--- config.mk ---
export PLATFORM = sky130hd
export DESIGN_NAME = frame_receive_crc_check
export DESIGN_NICKNAME = d
export VERILOG_FILES = /design/src/hw/rtl/frc_pkg.sv /design/src/hw/rtl/frc_crc_unit.sv /design/src/hw/rtl/frc_payload_ram.sv /design/src/hw/rtl/frame_receive_crc_check.sv
export VERILOG_INCLUDE_DIRS = /design/src /design/src/hw/rtl
export SDC_FILE = /design/constraint.sdc
export NUM_CORES = 1
export LEC_CHECK = 0
export BUFFER_PORTS_ARGS = -buffer_cell sky130_fd_sc_hd__buf_2
export CORE_MARGIN = 8
export CORE_UTILIZATION = 30
export CTS_CLUSTER_SIZE = 30
export DETAILED_ROUTE_END_ITERATION = 8
export HOLD_SLACK_MARGIN = 0.06
export SLEW_MARGIN = 40
export SYNTH_ARGS = -nofsm -noshare
export SYNTH_HDL_FRONTEND = slang
export SYNTH_HIERARCHICAL = 1
export SYNTH_SLANG_ARGS = --single-unit
--- constraint.sdc ---
create_clock -name clk -period 4 [get_ports clk]
set_input_delay 0.8 -clock clk [delete_from_list [all_inputs] [get_ports clk]]
set_output_delay 0.8 -clock clk [all_outputs]
set_load 0.02 [all_outputs]
--- src/hw/rtl/assert_macros.svh ---
// ----------------------------------------------------------------------------
// assert_macros.svh
// Concurrent assertion macros for the frame receive block. Empty in synthesis.
// ----------------------------------------------------------------------------
`ifndef ASSERT_MACROS_SVH
`define ASSERT_MACROS_SVH

`ifndef SYNTHESIS

// prop must hold at every clock edge outside reset
`define FRC_ASSERT(lbl, clk, rst_n, prop) \
	lbl: assert property (@(posedge clk) disable iff (!rst_n) prop) \
	else $error("frc assertion failed");

// cond must never be seen at a clock edge outside reset
`define FRC_ASSERT_NEVER(lbl, clk, rst_n, cond) \
	lbl: assert property (@(posedge clk) disable iff (!rst_n) !(cond)) \
	else $error("frc forbidden condition seen");

`else

`define FRC_ASSERT(lbl, clk, rst_n, prop)
`define FRC_ASSERT_NEVER(lbl, clk, rst_n, cond)

`endif

`endif

--- src/hw/rtl/frc_pkg.sv ---
// ----------------------------------------------------------------------------
// frc_pkg
// Shared types and constants of the frame receive / CRC check block.
// ----------------------------------------------------------------------------
`timescale 1ns / 1ps

package frc_pkg;

	localparam int BYTE_W = 8;
	localparam int LEN_W  = 16;
	localparam int CRC_W  = 16;
	localparam int POS_W  = 7;
	localparam int IDX_W  = 6;
	localparam int CFG_W  = 2;

	localparam logic [CRC_W-1:0] CRC_POLY = 16'h1021;
	localparam logic [CRC_W-1:0] CRC_INIT = 16'hFFFF;

	localparam logic [BYTE_W-1:0] RST_START_ONE = 8'hA5;
	localparam logic [BYTE_W-1:0] RST_START_TWO = 8'h5A;
	localparam logic [BYTE_W-1:0] RST_END       = 8'h7E;

	// configuration register indexes
	localparam logic [CFG_W-1:0] CFG_START_ONE = 2'd0;
	localparam logic [CFG_W-1:0] CFG_START_TWO = 2'd1;
	localparam logic [CFG_W-1:0] CFG_END       = 2'd2;

	// result status codes
	localparam logic [1:0] ST_OK      = 2'd0;
	localparam logic [1:0] ST_BAD_LEN = 2'd1;
	localparam logic [1:0] ST_BAD_CRC = 2'd2;

	typedef enum logic [3:0] {
		PH_SOF1    = 4'd0,
		PH_SOF2    = 4'd1,
		PH_VER     = 4'd2,
		PH_TYPE    = 4'd3,
		PH_FLAGS   = 4'd4,
		PH_SEQ     = 4'd5,
		PH_LEN_L   = 4'd6,
		PH_LEN_H   = 4'd7,
		PH_PAYLOAD = 4'd8,
		PH_CRC_L   = 4'd9,
		PH_CRC_H   = 4'd10,
		PH_EOF     = 4'd11
	} phase_t;

	typedef enum logic [2:0] {
		CTL_IDLE = 3'd0,
		CTL_CRC  = 3'd1,
		CTL_ONE  = 3'd2,
		CTL_RD   = 3'd3,
		CTL_WR   = 3'd4
	} ctl_t;

	typedef struct packed {
		logic clear;
		logic start;
	} crc_ctl_t;

	typedef struct packed {
		logic busy;
		logic done;
	} crc_sts_t;

endpackage

--- src/hw/rtl/frc_crc_unit.sv ---
// ----------------------------------------------------------------------------
// frc_crc_unit
// Bit-serial CRC-16 (poly 0x1021, MSB first): one data bit per cycle.
// ----------------------------------------------------------------------------
`timescale 1ns / 1ps

module frc_crc_unit (
	input  logic                              clk,
	input  logic                              arst_n,
	input  frc_pkg::crc_ctl_t                 ctl,
	input  logic [frc_pkg::BYTE_W-1:0]        data,
	output frc_pkg::crc_sts_t                 sts,
	output logic [frc_pkg::CRC_W-1:0]         crc
);

	logic [frc_pkg::CRC_W-1:0]  crc_q;
	logic [frc_pkg::BYTE_W-1:0] data_q;
	logic [2:0]                 cnt_q;
	logic                       busy_q;
	logic                       fb;

	assign fb       = crc_q[frc_pkg::CRC_W-1] ^ data_q[frc_pkg::BYTE_W-1];
	assign sts.busy = busy_q;
	assign sts.done = busy_q && (cnt_q == 3'd7);
	assign crc      = crc_q;

	always_ff @(posedge clk or negedge arst_n) begin
		if (!arst_n) begin
			crc_q  <= frc_pkg::CRC_INIT;
			busy_q <= 1'b0;
			cnt_q  <= 3'd0;
		end else if (ctl.clear) begin
			crc_q <= frc_pkg::CRC_INIT;
		end else if (ctl.start) begin
			busy_q <= 1'b1;
			cnt_q  <= 3'd0;
		end else if (busy_q) begin
			crc_q <= {crc_q[frc_pkg::CRC_W-2:0], 1'b0} ^ (fb ? frc_pkg::CRC_POLY : '0);
			cnt_q <= cnt_q + 3'd1;
			if (cnt_q == 3'd7) begin
				busy_q <= 1'b0;
			end
		end
	end

	// data shift register, no reset needed
	always_ff @(posedge clk) begin
		if (ctl.start) begin
			data_q <= data;
		end else if (busy_q) begin
			data_q <= {data_q[frc_pkg::BYTE_W-2:0], 1'b0};
		end
	end

endmodule

--- src/hw/rtl/frc_payload_ram.sv ---
// ----------------------------------------------------------------------------
// frc_payload_ram
// Payload byte store: one write port, one read port with registered data.
// ----------------------------------------------------------------------------
`timescale 1ns / 1ps

module frc_payload_ram #(
	parameter int DEPTH  = 64,
	parameter int ADDR_W = 6
) (
	input  logic                       clk,
	input  logic                       we,
	input  logic [ADDR_W-1:0]          waddr,
	input  logic [frc_pkg::BYTE_W-1:0] wdata,
	input  logic                       re,
	input  logic [ADDR_W-1:0]          raddr,
	output logic [frc_pkg::BYTE_W-1:0] rdata
);

	logic [frc_pkg::BYTE_W-1:0] mem [DEPTH];
	logic [frc_pkg::BYTE_W-1:0] rdata_q;

	always_ff @(posedge clk) begin
		if (we) begin
			mem[waddr] <= wdata;
		end
	end

	always_ff @(posedge clk) begin
		if (re) begin
			rdata_q <= mem[raddr];
		end
	end

	assign rdata = rdata_q;

endmodule

--- src/hw/rtl/frame_receive_crc_check.sv ---
// ----------------------------------------------------------------------------
// frame_receive_crc_check
// Input: start and CRC bytes are taken without holding the input; a header or
//   payload byte holds it while the bit-serial CRC unit steps through its bits.
// Results: the deciding byte holds the input until one result, or each payload
//   byte read from the store, is loaded into the output register past any stall.
// Reset: arst_n async low; hunt state, CRC 0xFFFF, counters zero, default
//   delimiters. The payload store is not cleared.
// Byte-serial deframer: start bytes, header, little-endian length, payload,
// little-endian CRC-16/CCITT-FALSE and end byte, checked and delivered.
// ----------------------------------------------------------------------------
`timescale 1ns / 1ps
`include "assert_macros.svh"

module frame_receive_crc_check #(
	parameter int PAYLOAD_DEPTH = 64
) (
	input  logic                       clk,
	input  logic                       arst_n,
	// input byte channel
	input  logic                       in_valid,
	output logic                       in_stall,
	input  logic [frc_pkg::BYTE_W-1:0] rx_byte,
	// result channel
	output logic                       out_valid,
	input  logic                       out_stall,
	output logic [1:0]                 status,
	output logic [frc_pkg::BYTE_W-1:0] version,
	output logic [frc_pkg::BYTE_W-1:0] frame_type,
	output logic [frc_pkg::BYTE_W-1:0] frame_flags,
	output logic [frc_pkg::BYTE_W-1:0] sequence_res,
	output logic [frc_pkg::LEN_W-1:0]  payload_length,
	output logic                       has_byte,
	output logic [frc_pkg::IDX_W-1:0]  payload_index,
	output logic [frc_pkg::BYTE_W-1:0] payload_byte,
	output logic                       last_of_run,
	output logic [frc_pkg::LEN_W-1:0]  error_total,
	// configuration write channel
	input  logic                       cfg_valid,
	output logic                       cfg_ready,
	input  logic [frc_pkg::CFG_W-1:0]  cfg_index,
	input  logic [frc_pkg::BYTE_W-1:0] cfg_data
);

	localparam int ADDR_W = (PAYLOAD_DEPTH > 1) ? $clog2(PAYLOAD_DEPTH) : 1;
	localparam logic [frc_pkg::LEN_W-1:0] LEN_MAX = frc_pkg::LEN_W'(PAYLOAD_DEPTH);
	localparam logic [frc_pkg::POS_W-1:0] POS_MAX = frc_pkg::POS_W'(PAYLOAD_DEPTH);

	// configuration registers
	logic [frc_pkg::BYTE_W-1:0] start_one_q, start_two_q, end_byte_q;

	// parser state
	frc_pkg::phase_t            phase_q, phase_d;
	logic [frc_pkg::BYTE_W-1:0] ver_q, ver_d, type_q, type_d;
	logic [frc_pkg::BYTE_W-1:0] flags_q, flags_d, seq_q, seq_d;
	logic [frc_pkg::LEN_W-1:0]  len_q, len_d;
	logic [frc_pkg::CRC_W-1:0]  crc_rx_q, crc_rx_d;
	logic [frc_pkg::POS_W-1:0]  pos_q, pos_d, pos_inc;
	logic [frc_pkg::LEN_W-1:0]  err_q, err_d;
	logic [1:0]                 res_status_q, res_status_d;
	logic [frc_pkg::LEN_W-1:0]  len_new;

	// sequencer
	frc_pkg::ctl_t              ctl_q, ctl_d;
	logic [frc_pkg::POS_W-1:0]  emit_idx_q, emit_inc;
	logic                       emit_last;

	logic                       in_acc;
	logic                       need_crc, need_one, need_emit;
	logic                       out_free, load_one, load_pay, ram_re;
	logic                       ram_we;

	frc_pkg::crc_ctl_t          crc_ctl;
	frc_pkg::crc_sts_t          crc_sts;
	logic [frc_pkg::CRC_W-1:0]  crc_val;
	logic [frc_pkg::BYTE_W-1:0] ram_rdata;

	// output register
	logic                       out_valid_q;
	logic [1:0]                 out_status_q;
	logic                       out_has_q, out_last_q;
	logic [frc_pkg::IDX_W-1:0]  out_idx_q;
	logic [frc_pkg::BYTE_W-1:0] out_byte_q;
	logic [frc_pkg::BYTE_W-1:0] out_ver_q, out_type_q, out_flags_q, out_seq_q;
	logic [frc_pkg::LEN_W-1:0]  out_len_q, out_err_q;

	// an input byte is taken only while the sequencer is idle
	assign in_stall  = (ctl_q != frc_pkg::CTL_IDLE);
	assign in_acc    = in_valid && !in_stall;
	assign cfg_ready = 1'b1;
	assign out_free  = !out_valid_q || !out_stall;

	assign len_new   = {rx_byte, len_q[frc_pkg::BYTE_W-1:0]};
	assign pos_inc   = pos_q + frc_pkg::POS_W'(1);
	assign emit_inc  = emit_idx_q + frc_pkg::POS_W'(1);
	assign emit_last = ({{(frc_pkg::LEN_W-frc_pkg::POS_W){1'b0}}, emit_inc} == len_q);

	// ------------------------------------------------------------------
	// Parser: next phase and header/CRC/error fields on an accepted byte
	// ------------------------------------------------------------------
	always_comb begin
		phase_d      = phase_q;
		ver_d        = ver_q;
		type_d       = type_q;
		flags_d      = flags_q;
		seq_d        = seq_q;
		len_d        = len_q;
		crc_rx_d     = crc_rx_q;
		pos_d        = pos_q;
		err_d        = err_q;
		res_status_d = res_status_q;
		need_crc     = 1'b0;
		need_one     = 1'b0;
		need_emit    = 1'b0;
		ram_we       = 1'b0;
		crc_ctl      = '0;
		if (in_acc) begin
			case (phase_q)
				frc_pkg::PH_SOF2: begin
					if (rx_byte == start_two_q) begin
						phase_d       = frc_pkg::PH_VER;
						crc_ctl.clear = 1'b1;
					end else begin
						phase_d = frc_pkg::PH_SOF1;
					end
				end
				frc_pkg::PH_VER: begin
					ver_d    = rx_byte;
					need_crc = 1'b1;
					phase_d  = frc_pkg::PH_TYPE;
				end
				frc_pkg::PH_TYPE: begin
					type_d   = rx_byte;
					need_crc = 1'b1;
					phase_d  = frc_pkg::PH_FLAGS;
				end
				frc_pkg::PH_FLAGS: begin
					flags_d  = rx_byte;
					need_crc = 1'b1;
					phase_d  = frc_pkg::PH_SEQ;
				end
				frc_pkg::PH_SEQ: begin
					seq_d    = rx_byte;
					need_crc = 1'b1;
					phase_d  = frc_pkg::PH_LEN_L;
				end
				frc_pkg::PH_LEN_L: begin
					len_d    = {{(frc_pkg::LEN_W-frc_pkg::BYTE_W){1'b0}}, rx_byte};
					need_crc = 1'b1;
					phase_d  = frc_pkg::PH_LEN_H;
				end
				frc_pkg::PH_LEN_H: begin
					len_d = len_new;
					pos_d = '0;
					if (len_new > LEN_MAX) begin
						// CRC is dead here: it restarts on the second start byte of the next frame
						err_d        = err_q + frc_pkg::LEN_W'(1);
						res_status_d = frc_pkg::ST_BAD_LEN;
						need_one     = 1'b1;
						phase_d      = frc_pkg::PH_SOF1;
					end else begin
						need_crc = 1'b1;
						phase_d  = (len_new == '0) ? frc_pkg::PH_CRC_L : frc_pkg::PH_PAYLOAD;
					end
				end
				frc_pkg::PH_PAYLOAD: begin
					ram_we   = (pos_q < POS_MAX);
					pos_d    = pos_inc;
					need_crc = 1'b1;
					if ({{(frc_pkg::LEN_W-frc_pkg::POS_W){1'b0}}, pos_inc} >= len_q) begin
						phase_d = frc_pkg::PH_CRC_L;
					end
				end
				frc_pkg::PH_CRC_L: begin
					crc_rx_d = {{(frc_pkg::CRC_W-frc_pkg::BYTE_W){1'b0}}, rx_byte};
					phase_d  = frc_pkg::PH_CRC_H;
				end
				frc_pkg::PH_CRC_H: begin
					crc_rx_d = {rx_byte, crc_rx_q[frc_pkg::BYTE_W-1:0]};
					phase_d  = frc_pkg::PH_EOF;
				end
				frc_pkg::PH_EOF: begin
					phase_d = frc_pkg::PH_SOF1;
					if ((rx_byte == end_byte_q) && (crc_rx_q == crc_val)) begin
						if (len_q == '0) begin
							res_status_d = frc_pkg::ST_OK;
							need_one     = 1'b1;
						end else begin
							need_emit = 1'b1;
						end
					end else begin
						err_d        = err_q + frc_pkg::LEN_W'(1);
						res_status_d = (rx_byte == end_byte_q) ? frc_pkg::ST_BAD_CRC
						                                       : frc_pkg::ST_BAD_LEN;
						need_one     = 1'b1;
					end
				end
				default: begin
					// hunt, and any unused phase code
					phase_d = (rx_byte == start_one_q) ? frc_pkg::PH_SOF2 : frc_pkg::PH_SOF1;
				end
			endcase
		end
		crc_ctl.start = need_crc;
	end

	// ------------------------------------------------------------------
	// Sequencer next state
	// ------------------------------------------------------------------
	always_comb begin
		ctl_d = ctl_q;
		case (ctl_q)
			frc_pkg::CTL_IDLE: begin
				if (need_crc) begin
					ctl_d = frc_pkg::CTL_CRC;
				end else if (need_one) begin
					ctl_d = frc_pkg::CTL_ONE;
				end else if (need_emit) begin
					ctl_d = frc_pkg::CTL_RD;
				end
			end
			frc_pkg::CTL_CRC: begin
				if (crc_sts.done) begin
					ctl_d = frc_pkg::CTL_IDLE;
				end
			end
			frc_pkg::CTL_ONE: begin
				if (out_free) begin
					ctl_d = frc_pkg::CTL_IDLE;
				end
			end
			frc_pkg::CTL_RD: begin
				ctl_d = frc_pkg::CTL_WR;
			end
			frc_pkg::CTL_WR: begin
				if (out_free) begin
					ctl_d = emit_last ? frc_pkg::CTL_IDLE : frc_pkg::CTL_RD;
				end
			end
			default: begin
				ctl_d = frc_pkg::CTL_IDLE;
			end
		endcase
	end

	// Sequencer outputs
	always_comb begin
		ram_re   = (ctl_q == frc_pkg::CTL_RD);
		load_one = (ctl_q == frc_pkg::CTL_ONE) && out_free;
		load_pay = (ctl_q == frc_pkg::CTL_WR) && out_free;
	end

	// ------------------------------------------------------------------
	// Registers
	// ------------------------------------------------------------------
	always_ff @(posedge clk or negedge arst_n) begin
		if (!arst_n) begin
			start_one_q  <= frc_pkg::RST_START_ONE;
			start_two_q  <= frc_pkg::RST_START_TWO;
			end_byte_q   <= frc_pkg::RST_END;
			phase_q      <= frc_pkg::PH_SOF1;
			ver_q        <= '0;
			type_q       <= '0;
			flags_q      <= '0;
			seq_q        <= '0;
			len_q        <= '0;
			crc_rx_q     <= '0;
			pos_q        <= '0;
			err_q        <= '0;
			res_status_q <= frc_pkg::ST_OK;
			ctl_q        <= frc_pkg::CTL_IDLE;
			emit_idx_q   <= '0;
			out_valid_q  <= 1'b0;
		end else begin
			if (cfg_valid && cfg_ready) begin
				case (cfg_index)
					frc_pkg::CFG_START_ONE: start_one_q <= cfg_data;
					frc_pkg::CFG_START_TWO: start_two_q <= cfg_data;
					frc_pkg::CFG_END:       end_byte_q  <= cfg_data;
					default: ;
				endcase
			end
			phase_q      <= phase_d;
			ver_q        <= ver_d;
			type_q       <= type_d;
			flags_q      <= flags_d;
			seq_q        <= seq_d;
			len_q        <= len_d;
			crc_rx_q     <= crc_rx_d;
			pos_q        <= pos_d;
			err_q        <= err_d;
			res_status_q <= res_status_d;
			ctl_q        <= ctl_d;
			if (need_emit) begin
				emit_idx_q <= '0;
			end else if (load_pay) begin
				emit_idx_q <= emit_inc;
			end
			if (load_one || load_pay) begin
				out_valid_q <= 1'b1;
			end else if (!out_stall) begin
				out_valid_q <= 1'b0;
			end
		end
	end

	// result payload register; header fields are stable while a run drains
	always_ff @(posedge clk) begin
		if (load_one || load_pay) begin
			out_ver_q   <= ver_q;
			out_type_q  <= type_q;
			out_flags_q <= flags_q;
			out_seq_q   <= seq_q;
			out_len_q   <= len_q;
			out_err_q   <= err_q;
		end
		if (load_one) begin
			out_status_q <= res_status_q;
			out_has_q    <= 1'b0;
			out_idx_q    <= '0;
			out_byte_q   <= '0;
			out_last_q   <= 1'b1;
		end else if (load_pay) begin
			out_status_q <= frc_pkg::ST_OK;
			out_has_q    <= 1'b1;
			out_idx_q    <= emit_idx_q[frc_pkg::IDX_W-1:0];
			out_byte_q   <= ram_rdata;
			out_last_q   <= emit_last;
		end
	end

	assign out_valid      = out_valid_q;
	assign status         = out_status_q;
	assign version        = out_ver_q;
	assign frame_type     = out_type_q;
	assign frame_flags    = out_flags_q;
	assign sequence_res   = out_seq_q;
	assign payload_length = out_len_q;
	assign has_byte       = out_has_q;
	assign payload_index  = out_idx_q;
	assign payload_byte   = out_byte_q;
	assign last_of_run    = out_last_q;
	assign error_total    = out_err_q;

	// ------------------------------------------------------------------
	// Shared CRC unit and payload store
	// ------------------------------------------------------------------
	frc_crc_unit u_crc (
		.clk    (clk),
		.arst_n (arst_n),
		.ctl    (crc_ctl),
		.data   (rx_byte),
		.sts    (crc_sts),
		.crc    (crc_val)
	);

	frc_payload_ram #(
		.DEPTH  (PAYLOAD_DEPTH),
		.ADDR_W (ADDR_W)
	) u_ram (
		.clk   (clk),
		.we    (ram_we),
		.waddr (pos_q[ADDR_W-1:0]),
		.wdata (rx_byte),
		.re    (ram_re),
		.raddr (emit_idx_q[ADDR_W-1:0]),
		.rdata (ram_rdata)
	);

	// ------------------------------------------------------------------
	// Assertions
	// ------------------------------------------------------------------
	`FRC_ASSERT_NEVER(a_crc_busy_ctl, clk, arst_n, crc_sts.busy && (ctl_q != frc_pkg::CTL_CRC))
	`FRC_ASSERT(a_pay_ok, clk, arst_n, (out_valid_q && out_has_q) |-> (out_status_q == frc_pkg::ST_OK))
	`FRC_ASSERT(a_emit_in_len, clk, arst_n, (ctl_q == frc_pkg::CTL_WR) |-> ({{(frc_pkg::LEN_W-frc_pkg::POS_W){1'b0}}, emit_idx_q} < len_q))
	`FRC_ASSERT(a_err_step, clk, arst_n, (err_q != $past(err_q)) |-> (err_q == frc_pkg::LEN_W'($past(err_q) + frc_pkg::LEN_W'(1))))

endmodule

Word level (Yosys, flattened, before mapping)
Memory sizes are Yosys's and may differ from the RTL's. A register that Yosys moved wholly into a read port is not among the register bits.
Index checks and enable logic that the tools add are counted.
{ "op_classes": {"magnitude_cmp": 3, "n_addsub": 4, "n_div": 0, "shifts": 0, "n_eq_ne": 33, "n_reduce_logical": 42, "mux": 61, "n_mul": 0, "bitwise_logic": 5} }
{ "ops": {"columns": ["op", "n"], "rows": [
  ["$pmux W16 S2", 3],
  ["$mux W16", 5],
  ["$pmux W4 S11", 1],
  ["$logic_not A16 Y1", 2],
  ["$reduce_and A2 Y1", 13],
  ["$eq A8 B8 Y1", 3],
  ["$mux W1", 24],
  ["$mux W3", 8],
  ["$add A16 B1 Y16 const B", 1],
  ["$eq A16 B16 Y1", 1],
  ["$eq A4 B3 Y1 const B", 4],
  ["$eq A4 B4 Y1 const B", 4],
  ["$eq A7 B16 Y1", 1],
  ["$ge A7 B16 Y1", 1],
  ["$gt A16 B7 Y1 const B", 1],
  ["$mux W2", 8],
  ["$mux W8", 2],
  ["$reduce_bool A2 Y1", 8],
  ["$xor A16 B16 Y16", 1],
  ["$pmux W3 S5", 1],
  ["$add A7 B1 Y7 const B", 2],
  ["$mux W7", 2],
  ["$pmux W7 S2", 1],
  ["$mux W13", 1],
  ["other kinds (27)", 50]
]} }
{ "word_totals": {"latchBits": 0, "mem_count": 1, "word_cells": 182, "input_bits": 23, "ramBits": 512, "out_inout_bits": 85, "register_bits": 238, "rom_bits": 0} }
{ "memory_table": {"columns": ["name", "depth", "width", "rd", "rd_clocked_by_memory_dff", "write_ports", "line", "source"], "rows": [
  ["u_ram.mem", 64, 8, 1, 1, 1, "frc_payload_ram.sv:20", "logic [frc_pkg::BYTE_W-1:0] mem [DEPTH];"]
]} }

Longest topological paths before layout
Gate-level depths: netlist of run 1.
{ "depth": {"word_depth": 9, "mapped_depth": 12, "mapped_depth_nobuf": 9} }

By module
Netlist of run 1, hierarchy kept.
{ "by_module_without_submodules": {"columns": ["mod", "cells_each", "instances", "seq_area_each_um2", "area_each_um2"], "rows": [
  ["frc_payload_ram", 940, 1, 15615.0, 20246.9],
  ["frame_receive_crc_check", 692, 1, 5522.8, 8949.8],
  ["frc_crc_unit", 83, 1, 760.7, 1268.7]
]} }

Least setup slack after synthesis of run 1
OpenSTA, ideal clock, no wires.
{ "synth_timing": {"kind": "input port to flip-flop", "from": "input port out_stall", "to": "register out_err_q, in the netlist error_total[0], enable pin", "t_required_ns": 3.579, "setup_ns": 0.421, "path_slack_ns": 0.834, "path_buffers": 0, "path_stages": 3, "arrival_ns": 2.745, "path_cell_list": "a21oi_1 nor2_1 inv_1"} }
{ "synth_via": {"elab_chain_cells": 4} }
{ "synth_lines": {"columns": ["element", "line", "source"], "rows": [
  ["start: declaration", "frame_receive_crc_check.sv:26", "input logic out_stall,"],
  ["$logic_not A1 Y1 *", null, null],
  ["$logic_or A1 B1 Y1 *", "frame_receive_crc_check.sv:91", "assign out_free = !out_valid_q || !out_stall;"],
  ["$logic_and A1 B1 Y1, on equally long branches", "frame_receive_crc_check.sv:249, frame_receive_crc_check.sv:250", null],
  ["$logic_or A1 B1 Y1 *", "frame_receive_crc_check.sv:309", "if (load_one || load_pay) begin"],
  ["end signal: assignment", "frame_receive_crc_check.sv:315", "out_err_q <= err_q;"],
  ["end: declaration", "frame_receive_crc_check.sv:85", "logic [frc_pkg::LEN_W-1:0] out_len_q, out_err_q;"]
]} }
Mark *: on every way between the ends. The rest lies on a longest branch, timed or not.
A chain may end at the register's enable or synchronous reset.

Worst setup path in the final report of run 1
{ "layout_timing": {"from": "register phase_q[2]", "to": "memory u_ram/mem[26][2] (netlist bit), enable pin"} }
{ "layout_via": {"elab_chain_cells": 5} }
{ "layout_lines": {"columns": ["element", "line", "source"], "rows": [
  ["start: declaration", "frame_receive_crc_check.sv:53", "frc_pkg::phase_t phase_q, phase_d;"],
  ["start signal: assignment", "frame_receive_crc_check.sv:261", "phase_q <= frc_pkg::PH_SOF1;"],
  ["start signal: assignment", "frame_receive_crc_check.sv:283", "phase_q <= phase_d;"],
  ["$eq A4 B4 Y1", "frame_receive_crc_check.sv:118", "case (phase_q)"],
  ["$mux W1", "frame_receive_crc_check.sv:118", null],
  ["$mux W1", "frame_receive_crc_check.sv:117", "if (in_acc) begin"],
  ["via ram_we", "frame_receive_crc_check.sv:71", "logic ram_we;"],
  ["$mux W1", "frc_payload_ram.sv:24", "if (we) begin"],
  ["$mux W1 (implied by the code)", "frc_payload_ram.sv:25", "mem[waddr] <= wdata;"],
  ["end: declaration", "frc_payload_ram.sv:20", null]
]} }
The timed path passes the listed nets, and every way through them passes these cells.

==> reports/results.md, run 1 <==
| Item | Value | Unit |
| --- | --- | --- |
| Category of the most critical setup path | reg -> reg | - |
| Launching element type of the critical path | register | - |
| Fill cells | 9493 | - |
| Layout-stage area growth over the synthesis result | 16.99 | % |
| RSZ-0062 raised after global routing | no | - |
| Via count of the first global-routing pass | 16.87k | - |
| Worst hold path type | in -> async | - |
| Result of the run | complete, no violations | - |
| Pins over their slew limit | 0 | - |
| Level count of the clock H-tree | 3 | - |
| Power density normalized to cell area | 451.4 | nW/um^2 |
| Vias per cell | 4.907 | - |
| Final cell count without fillers | 3349 | - |
| Max IR drop VDD | 0.3730 | mV |
| Initial Util | 30.07 | % |
| Clock sinks | 758 | - |
| Path depth of the worst reg2reg path | 9 | - |
| Worst Path Buf+Inv | 2 | - |
| Maximum operating frequency | 286.9 | MHz |
| Number of cells on the critical path | 9 | - |
| Final setup viols | 0 | - |
| Peak per-stage delay on the critical path | 0.74 | ns |
| Critical path capture point type | register | - |
| Iteration-0 DRC count of the detailed router | 1287 | - |
| Clock-pin transition on the worst setup and hold timing paths | 0.07 | ns |
| Routability-driven placement congestion ratio | 0.8054 | - |
| Number of vias in the routed layout | 16.43k | - |
| Buffer type at the clock tree root | clkbuf_16 | - |
| Total wirelength of the detailed-routed design | 73090 | um |
| Die H | 334.6 | um |
| Aggregate negative setup slack | 0 | ns |
| Number of buffers inserted during clock tree synthesis | 74 | - |
| Cell Area, Synth | 30460 | sq um |
| Worst setup skew after layout | 0.02137 | ns |
| Wire length per cell after detailed routing | 21.83 | um |
| Pin count of the biggest net entering global routing | 108 | - |
| Cells after synthesis | 1714 | - |
| Cells along the critical path | inv_1, ha_1, nor3b_2, buf_4, nand2_1, nor2_1, nor2b_1, nand2_1, nor2_1 | - |
| Number of buffer cells added on primary ports | 106 | - |
| Number of antenna violations at the first check in global routing | 7 | - |
| CTS tree | done | - |
| Horizontal die dimension | 334.6 | um |
| Placement row count | 117 | - |
| Clock tree buffer depth | 3 | - |
| GRT Residual Overflow | 0 | - |
| Latest clock arrival within the worst-skew pair | 0.62 | ns |
| Required @ worst endpoint | 4.24 | ns |
| Crit-path max FO | 10 | - |
| Synthesis Warnings | 6 | - |
| Hold-fix buffers at CTS | 0 | - |
| Remaining design rule violation count | 0 | - |
| First-pass GRT wire length | 109300 | um |
| Number of nets in the finished design | 1952 | - |
| Final period demand of the worst path | 3.486 | ns |
| Resize count post-CTS | 0 | - |
| CP arrival | 3.72 | ns |
| Number of max-cap violations | 0 | - |
| Synthesized area per cell | 17.77 | sq um |
| Die Area | 112000 | sq um |
| Category of cells accounting for the largest share of critical-path delay | simple AND/OR/NAND/NOR gates | - |
| Number of search-and-repair iterations in the first detailed-routing pass | 5 | - |
| All-layer global routing usage | 12.74 | % |
| Slew margin rel. | 46.92 | % |
| Detailed Place HPWL | 48150 | um |
| Number of placed instances with taps included | 3205 | - |
| Tcrit/Tclk final | 87.15 | % |
| Number of failing hold endpoints at the final stage | 0 | - |
| Transition at the pin with the smallest max-transition slack | 0.7761 | ns |
| I/O pin count | 108 | - |
| Share of layout cells above drive strength 1 | 30.43 | % |
| Number of nets in the synthesized netlist | 1752 | - |
| Antenna Nets Post-Route | 0 | - |
| Worst-path cell with the longest stage delay | nor2_1 | - |
| Core Area | 101300 | sq um |
| Number of buffers inserted to repair setup after CTS | 0 | - |
| Leakage power | 0.01242 | uW |
## routing by layer
| layer | track usage (%) | up-vias | wire, um |
|---|---|---|---|
| met3 | 2.868 | 123 | 5526 |
| met1 | 16.70 | 8555 | 30630 |
| met2 | 20.69 | 582 | 34640 |
| met4 | 4.690 | 0 | 2290 |
| met5 | 0 | - | 0 |
| li1 | - | 7172 | - |
## path summary, 6_finish.rpt
path | slack [ns] | startpoint | endpoint
worst max-delay path | 0.51 | phase_q[2]$_DFFE_PN0P_ | u_ram/mem[26][2]$_DFFE_PP_
worst min register to register | 0.44 | type_q[3]$_DFFE_PN0P_ | frame_type[3]$_DFFE_PP_
max in group asynchronous | 2.93 | arst_n | u_crc/crc[3]$_DFFE_PN1P_
worst max register to register | 0.51 | phase_q[2]$_DFFE_PN0P_ | u_ram/mem[26][2]$_DFFE_PP_
worst min-delay path | 0.11 | arst_n | ver_q[1]$_DFFE_PN0P_
min in group clk | 0.44 | type_q[3]$_DFFE_PN0P_ | frame_type[3]$_DFFE_PP_
## layout by cell type, fill, tap and decap left out, drive strengths merged, types with 34 or more instances in the layout
cell	instances
xor2	50
nand3	34
clkbuf	95
mux2	81
nor2	111
dfrtp	118
edfxtp	594
mux4	126
buf	211
o21ai	43
nand2	87
## flip-flops by register name (all words and copies together), names as in the netlist, 16 cells and up
| signal | count |
|---|---|
| u_crc/crc | 16 |
| error_total | 16 |
| len_q | 16 |
| err_q | 16 |
| payload_length | 16 |
| u_ram/mem | 512 |
| crc_rx_q | 16 |
## area by class of cell
cell class,instances,area (sq um),area share (%)
tap,1368,1712,4.804
clock buffer,95,2024,5.681
multi-input combinational,855,8036,22.55
sequential,758,21910,61.50
timing repair buffer,211,1431,4.017
inverter,14,52.55,0.1475
antenna,6,15.01,0.04214
clock inverter,42,447.9,1.257
## power by group
group	switching (uW)	internal, uW	leakage, uW	total (uW)
sequential	43.3	8570	0.00753	8610
combinational	277	134	0.00368	411
clock	2940	4120	0.00121	7060
## stage by stage
stage	utilization, %	setup slack (ns)	hold slack, ns	power (uW)	cell area, sq um
floorplan	-	0.8342	0.4194	8951	30460
global placement	32.60	0.5066	0.4322	9181	33020
detailed placement	32.68	0.5090	0.4310	9193	33100
CTS	35.12	0.4704	0.2321	16250	35570
global route	35.17	0.2376	0.1136	16580	35620
finish	35.17	0.5139	0.1058	16090	35630
Note: power is estimated with default switching activity, not from simulation.
==> run 2: changes to the inputs <==
- SYNTH_HIERARCHICAL: 1 -> default
==> reports/results.md, run 2 <==
| Item | Value | Unit |
| --- | --- | --- |
| Maximum operating frequency | 319.7 | MHz |
| Transition at the pin with the smallest max-transition slack | 0.8506 | ns |
| Placement row count | 116 | - |
| Slew margin rel. | 42.77 | % |
| CTS tree | done | - |
| Horizontal die dimension | 332.8 | um |
| Number of vias in the routed layout | 15.86k | - |
| Final period demand of the worst path | 3.128 | ns |
| Top post-synthesis cells by area | edfxtp_1 59%, mux4_2 13%, dfrtp_1 9.8% | - |
| Number of synthesized flops with an enable pin | 594 | - |
| Path depth of the worst reg2reg path | 7 | - |
| GRT Residual Overflow | 0 | - |
| Setup slack after placement | 0.6240 | ns |
| Leading cell type by number of instances after synthesis | edfxtp_1 | - |
| Area of placed instances | 32570 | sq um |
| Most frequent standard cell in the layout excluding fill and tap cells | edfxtp_1 | - |
| Cells after synthesis | 1618 | - |
| Clock-pin transition on the worst setup and hold timing paths | 0.06 | ns |
| Number of nets in the finished design | 1840 | - |
| Via count of the first global-routing pass | 16.20k | - |
| Number of buffers inserted to repair setup after CTS | 0 | - |
| RSZ-0062 raised after global routing | no | - |
| Cell accounting for the most synthesized area | edfxtp_1 | - |
| Flip-flop cell with the highest count after synthesis | edfxtp_1 | - |
| Routability-driven placement congestion ratio | 0.8232 | - |
| Number of buffer cells added on primary ports | 106 | - |
| Hold-fix buffers at CTS | 0 | - |
| Pin count of the biggest net entering global routing | 77 | - |
| Initial Util | 30.16 | % |
| Number of library cell types mapped by synthesis | 67 | - |
| Worst-path cell with the longest stage delay | dfrtp_4 | - |
| Synthesis Warnings | 0 | - |
| Register with the most flip-flops | u_ram.mem | - |
| Share of layout cells above drive strength 1 | 31.19 | % |
| Critical path capture point type | register | - |
| Resize count post-CTS | 0 | - |
| Result of the run | complete, no violations | - |
| Peak per-stage delay on the critical path | 0.85 | ns |
| Max IR drop VDD | 0.2639 | mV |
| Fraction of registers with async set or reset after synthesis | 19.53 | % |
| I/O pin count | 108 | - |
| Number of buffers inserted during clock tree synthesis | 78 | - |
| Worst hold path type | in -> async | - |
| Total wirelength of the detailed-routed design | 73850 | um |
| Synthesized area per cell | 18.61 | sq um |
| Remaining design rule violation count | 0 | - |
| Flip-flop count of the largest register, all copies and words added | 512 | - |
| Number of failing hold endpoints at the final stage | 0 | - |
| Final setup viols | 0 | - |
| Core Area | 99860 | sq um |
| Number of cells on the critical path | 7 | - |
| Vias per cell | 5.010 | - |
| Worst setup skew after layout | 0.03859 | ns |
| Number of search-and-repair iterations in the first detailed-routing pass | 7 | - |
| Antenna Nets Post-Route | 0 | - |
| Clock tree buffer depth | 3 | - |
| Wire length per cell after detailed routing | 23.33 | um |
| Number of antenna violations at the first check in global routing | 6 | - |
| Die H | 332.8 | um |
| Setup slack after layout | 0.8724 | ns |
| Number of max-cap violations | 0 | - |
| Required @ worst endpoint | 4.54 | ns |
| Area of the multi-input gates | 7784 | sq um |
| All-layer global routing usage | 13.08 | % |
| Leakage power | 0.01163 | uW |
| Aggregate negative setup slack | 0 | ns |
| Cell Area, Synth | 30110 | sq um |
| CP arrival | 3.66 | ns |
| Fill cells | 9277 | - |
| Clock sinks | 758 | - |
| First-pass GRT wire length | 110500 | um |
| Crit-path max FO | 33 | - |
| Category of the most critical setup path | reg -> reg | - |
| Flop and latch count out of synthesis | 758 | - |
| Commonest non-fill, non-tap cells in the layout | 594 x edfxtp_1, 168 x mux4_2, 114 x dfrtp_1 | - |
| Category of cells accounting for the largest share of critical-path delay | compound AO/OA/AOI/OAI gates | - |
| Layout-stage area growth over the synthesis result | 17.11 | % |
| Pins over their slew limit | 0 | - |
| Power density normalized to cell area | 462.3 | nW/um^2 |
| Detailed Place HPWL | 48120 | um |
| Sequential fraction of the synthesis area | 72.72 | % |
| Level count of the clock H-tree | 3 | - |
| Launching element type of the critical path | register | - |
| Iteration-0 DRC count of the detailed router | 1486 | - |
| Yosys top cell area share | 59.23 | % |
| Tcrit/Tclk final | 78.19 | % |
| Latest clock arrival within the worst-skew pair | 0.63 | ns |
| Area used by sequential logic in the layout | 21910 | sq um |
| Die Area | 110800 | sq um |
| Commonest cells in the netlist | 594 x edfxtp_1, 168 x mux4_2, 118 x dfrtp_1 | - |
| Cells along the critical path | buf_4, ha_1, nand3_1, or3_1, a221o_1, o21ai_0, o21a_1 | - |
| Number of nets in the synthesized netlist | 1656 | - |
| Worst Path Buf+Inv | 1 | - |
| Buffer type at the clock tree root | clkbuf_16 | - |
| Finished layout cell area | 35270 | sq um |
==> run 2: cells by family after synthesis <==
kind of cell             synth area share (%)
other                                 0.01245
XOR/XNOR                                2.239
AND/OR/NAND/NOR                         4.836
flip-flops                              72.72
multiplexers                            15.10
buffers and inverters                   1.537
adder cells (fa/ha/maj)                0.6232
AO/OA/AOI/OAI                           2.929
==> run 2: routing by layer <==
metal	part of all wire [%]	wire [um]	global-route usage (%)
met1	43	31580	17.89
met2	47	35010	20.97
met3	7.8	5729	3.169
met4	2.1	1516	3.278
met5	0.018	13	0
==> run 2: area by class of cell <==
cell class / count / share of cell area, %
flip-flops and latches: 758 / 62.13
multi-input cells: 759 / 22.07
clock buffers: 102 / 5.968
well taps: 1298 / 4.605
repair buffers: 184 / 3.502
clock inverters: 42 / 1.487
inverters: 21 / 0.2235
diodes: 2 / 0.01419
==> run 2: through the flow <==
step | instances | hold slack, ns | utilization (%) | total power (uW)
CTS | 3162 | 0.2130 | 35.25 | 16470
detailed placement | 3018 | 0.4340 | 32.61 | 9048
global placement | 3018 | 0.4320 | 32.60 | 9038
finish | 3166 | 0.2162 | 35.32 | 16300
floorplan | 1618 | 0.4194 | - | 8847
global route | 3164 | 0.2441 | 35.31 | 16790
==> run 2: where the power goes <==
part	total (uW)	leakage (uW)	internal [uW]	switching, uW
clock	7420	0.00127	4390	3030
sequential	8590	0.00718	8550	35.4
combinational	293	0.00317	90.7	203
total	16300	0.0116	13000	3270
==> run 2: path summary, 6_finish.rpt <==
check	startpoint	end	slack [ns]
min in group clk	type_q[0]$_DFFE_PN0P_	frame_type[0]$_DFFE_PP_	0.44
worst min register to register	type_q[0]$_DFFE_PN0P_	frame_type[0]$_DFFE_PP_	0.44
max in group asynchronous	arst_n	start_one_q[0]$_DFFE_PN1P_	2.87
worst max register to register	emit_idx_q[1]$_DFFE_PN0P_	last_of_run$_SDFFE_PP1P_	0.87
worst max-delay path	emit_idx_q[1]$_DFFE_PN0P_	last_of_run$_SDFFE_PP1P_	0.87
worst min-delay path	arst_n	res_status_q[0]$_DFFE_PN0P_	0.22
==> run 3: changes to the inputs <==
- ABC_AREA: default -> 1
- clock period: 4 -> 2.85 ns (I/O delays scaled with it)
==> reports/results.md, run 3 <==
| Item | Value | Unit |
| --- | --- | --- |
| Leading cell type by number of instances after synthesis | edfxtp_1 | - |
| Share of layout cells above drive strength 1 | 15.37 | % |
| Register with the most flip-flops | u_ram.mem | - |
| Number of antenna violations at the first check in global routing | 15 | - |
| Category of the most critical setup path | reg -> reg | - |
| Max IR drop VDD | 0.6244 | mV |
| Area of placed instances | 34120 | sq um |
| Part of the total power dissipated in sequential elements | 41.1 | % |
| Required @ worst endpoint | 3.18 | ns |
| Leakage power | 0.01340 | uW |
| Sw Pwr | 12420 | uW |
| Commonest non-fill, non-tap cells in the layout | 594 x edfxtp_1, 464 x nor2_1, 418 x o21ai_0 | - |
| Clock tree buffer depth | 3 | - |
| Cells after synthesis | 2713 | - |
| Placement row count | 118 | - |
| Total power consumption of the routed design | 34610 | uW |
| Via count of the first global-routing pass | 20.38k | - |
| Clock sinks | 758 | - |
| Number of failing hold endpoints at the final stage | 0 | - |
| All-layer global routing usage | 14.68 | % |
| Logic pwr share | 30.8 | % |
| Maximum operating frequency | 387.4 | MHz |
| Horizontal die dimension | 337.8 | um |
| I/O pin count | 108 | - |
| Crit-path max FO | 8 | - |
| GRT Residual Overflow | 0 | - |
| Result of the run | complete, no violations | - |
| Commonest cells in the netlist | 594 x edfxtp_1, 464 x nor2_1, 418 x o21ai_0 | - |
| Transition at the pin with the smallest max-transition slack | 0.7830 | ns |
| Die Area | 114100 | sq um |
| Flip-flop count of the largest register, all copies and words added | 512 | - |
| Remaining design rule violation count | 0 | - |
| Number of library cell types mapped by synthesis | 43 | - |
| CP arrival | 2.91 | ns |
| Number of buffers inserted to repair setup after CTS | 0 | - |
| Synthesis Warnings | 0 | - |
| Antenna Nets Post-Route | 0 | - |
| Power density normalized to cell area | 946.9 | nW/um^2 |
| Latest clock arrival within the worst-skew pair | 0.64 | ns |
| Level count of the clock H-tree | 3 | - |
| Yosys top cell area share | 57.43 | % |
| Launching element type of the critical path | register | - |
| Number of buffer cells added on primary ports | 106 | - |
| Switching fraction of total power | 35.88 | % |
| Tcrit/Tclk final | 90.56 | % |
| First-pass GRT wire length | 128100 | um |
| Buffer type at the clock tree root | clkbuf_16 | - |
| Number of search-and-repair iterations in the first detailed-routing pass | 6 | - |
| Clock power frac | 28.1 | % |
| Iteration-0 DRC count of the detailed router | 2116 | - |
| Core Area | 103100 | sq um |
| RSZ-0062 raised after global routing | no | - |
| Pin count of the biggest net entering global routing | 96 | - |
| Final Core Density | 35.46 | % |
| Worst setup skew after layout | 0.02356 | ns |
| Final period demand of the worst path | 2.581 | ns |
| Fraction of registers with async set or reset after synthesis | 19.53 | % |
| Number of synthesized flops with an enable pin | 594 | - |
| Cell Area, Synth | 31060 | sq um |
| CTS tree | done | - |
| Initial Util | 30.14 | % |
| Flip-flop cell with the highest count after synthesis | edfxtp_1 | - |
| Routability-driven placement congestion ratio | 0.8460 | - |
| Synthesized area per cell | 11.45 | sq um |
| Worst hold path type | in -> reg | - |
| Aggregate negative setup slack | 0 | ns |
| Sequential fraction of the synthesis area | 70.50 | % |
| Number of vias in the routed layout | 21.10k | - |
| Number of nets in the synthesized netlist | 2751 | - |
| Fill cells | 10.11k | - |
| Number of max-cap violations | 0 | - |
| Die H | 337.8 | um |
| Clock-pin transition on the worst setup and hold timing paths | 0.06 | ns |
| Number of buffers inserted during clock tree synthesis | 75 | - |
| Cell accounting for the most synthesized area | edfxtp_1 | - |
| Slew margin rel. | 47.80 | % |
| Vias per cell | 4.843 | - |
| Internal power component | 22190 | uW |
| Final setup viols | 0 | - |
| Total wirelength of the detailed-routed design | 85350 | um |
| Pins over their slew limit | 0 | - |
| Detailed Place HPWL | 55200 | um |
| Flop and latch count out of synthesis | 758 | - |
| Wire length per cell after detailed routing | 19.59 | um |
| Layout-stage area growth over the synthesis result | 17.67 | % |
| Finished layout cell area | 36550 | sq um |
| Critical path capture point type | register | - |
| Most frequent standard cell in the layout excluding fill and tap cells | edfxtp_1 | - |
| Top post-synthesis cells by area | edfxtp_1 57%, dfrtp_1 9.5%, o21ai_0 6.7% | - |
| Number of nets in the finished design | 2952 | - |
[run 3: cell families (layout without fill, tap and decap cells)]
group,count (synthesis),count (layout),synth area share [%]
and+or+nand+nor,937,937,12.17
xor gates and xnor gates,49,49,1.382
buffers and inverters,293,554,3.787
other,1,3,0.01207
adders and majority gates,15,15,0.6043
AOI/OAI and AO/OA,660,660,11.54
DFF,758,758,70.50
[run 3: timing repair]
item | in CTS | in global routing
hold endpoints to repair | 42 | 0
hold buffers | 1 | 0
endpoints found under the setup margin | 0 | 255
gates resized for setup | 0 | 5
[run 3: area by class of cell]
| class | instances | area, sq um | share of cell area (%) |
|---|---|---|---|
| timing repair buffer | 266 | 1936 | 5.296 |
| antenna | 2 | 5.005 | 0.01369 |
| multi-input combinational | 1662 | 8008 | 21.91 |
| clock buffer | 98 | 2066 | 5.652 |
| tap | 1380 | 1727 | 4.724 |
| sequential | 758 | 21910 | 59.94 |
| clock inverter | 39 | 324.1 | 0.8867 |
| inverter | 151 | 575.6 | 1.575 |
[run 3: path summary, 6_finish.rpt]
check	from	endpoint	slack, ns	cells past startpoint
worst max-delay path	phase_q[2]$_DFFE_PN0P_	u_ram.mem[24][0]$_DFFE_PP_	0.27	12
worst min-delay path	cfg_data[4]	end_byte_q[4]$_DFFE_PN1P_	0.21	3
worst max register to register	phase_q[2]$_DFFE_PN0P_	u_ram.mem[24][0]$_DFFE_PP_	0.27	12
worst min register to register	len_q[7]$_DFFE_PN0P_	payload_length[7]$_DFFE_PP_	0.45	0
max in group asynchronous	arst_n	end_byte_q[6]$_DFFE_PN1P_	1.61	3
min in group asynchronous	arst_n	seq_q[5]$_DFFE_PN0P_	0.52	2
[run 3: worst max-delay path, cell delays in order, from the launching register on]
cell,delay (ns)
dfrtp_1,0.39
inv_1,0.10
ha_1,0.21
inv_1,0.12
nor2_1,0.17
inv_1,0.09
nor2_4,0.17
nand2_1,0.09
nor2_1,0.15
buf_4,0.19
nand3_2,0.20
nor2_1,0.19
buf_4,0.20
[run 3: power groups by stage]
stage | Clock [uW] | Combinational (uW) | Sequential [uW]
final | 9730 | 10700 | 14200
after global routing | 10300 | 11800 | 14300
after CTS | 9900 | 10700 | 14200
after detailed placement | 0 | 10600 | 14400
after global placement | 0 | 10600 | 14400
after floorplan | 0 | 6560 | 14500
[run 3: through the flow]
| step | std cells | hold WS (ns) | setup slack [ns] |
|---|---|---|---|
| floorplan | 2713 | 0.2744 | 0.3034 |
| global placement | 4216 | 0.4296 | 0.1456 |
| detailed placement | 4216 | 0.4311 | 0.08479 |
| CTS | 4354 | 0.1726 | 0.04711 |
| global route | 4354 | 0.2413 | 0.01038 |
| finish | 4356 | 0.2065 | 0.2690 |
[run 3: layer usage]
metal	global-route usage [%]	vias up	wire, um
li1	-	9938	-
met1	20.14	10200	36760
met2	22.91	797	38360
met3	3.918	162	7993
met4	4.070	4	2202
met5	0	-	26
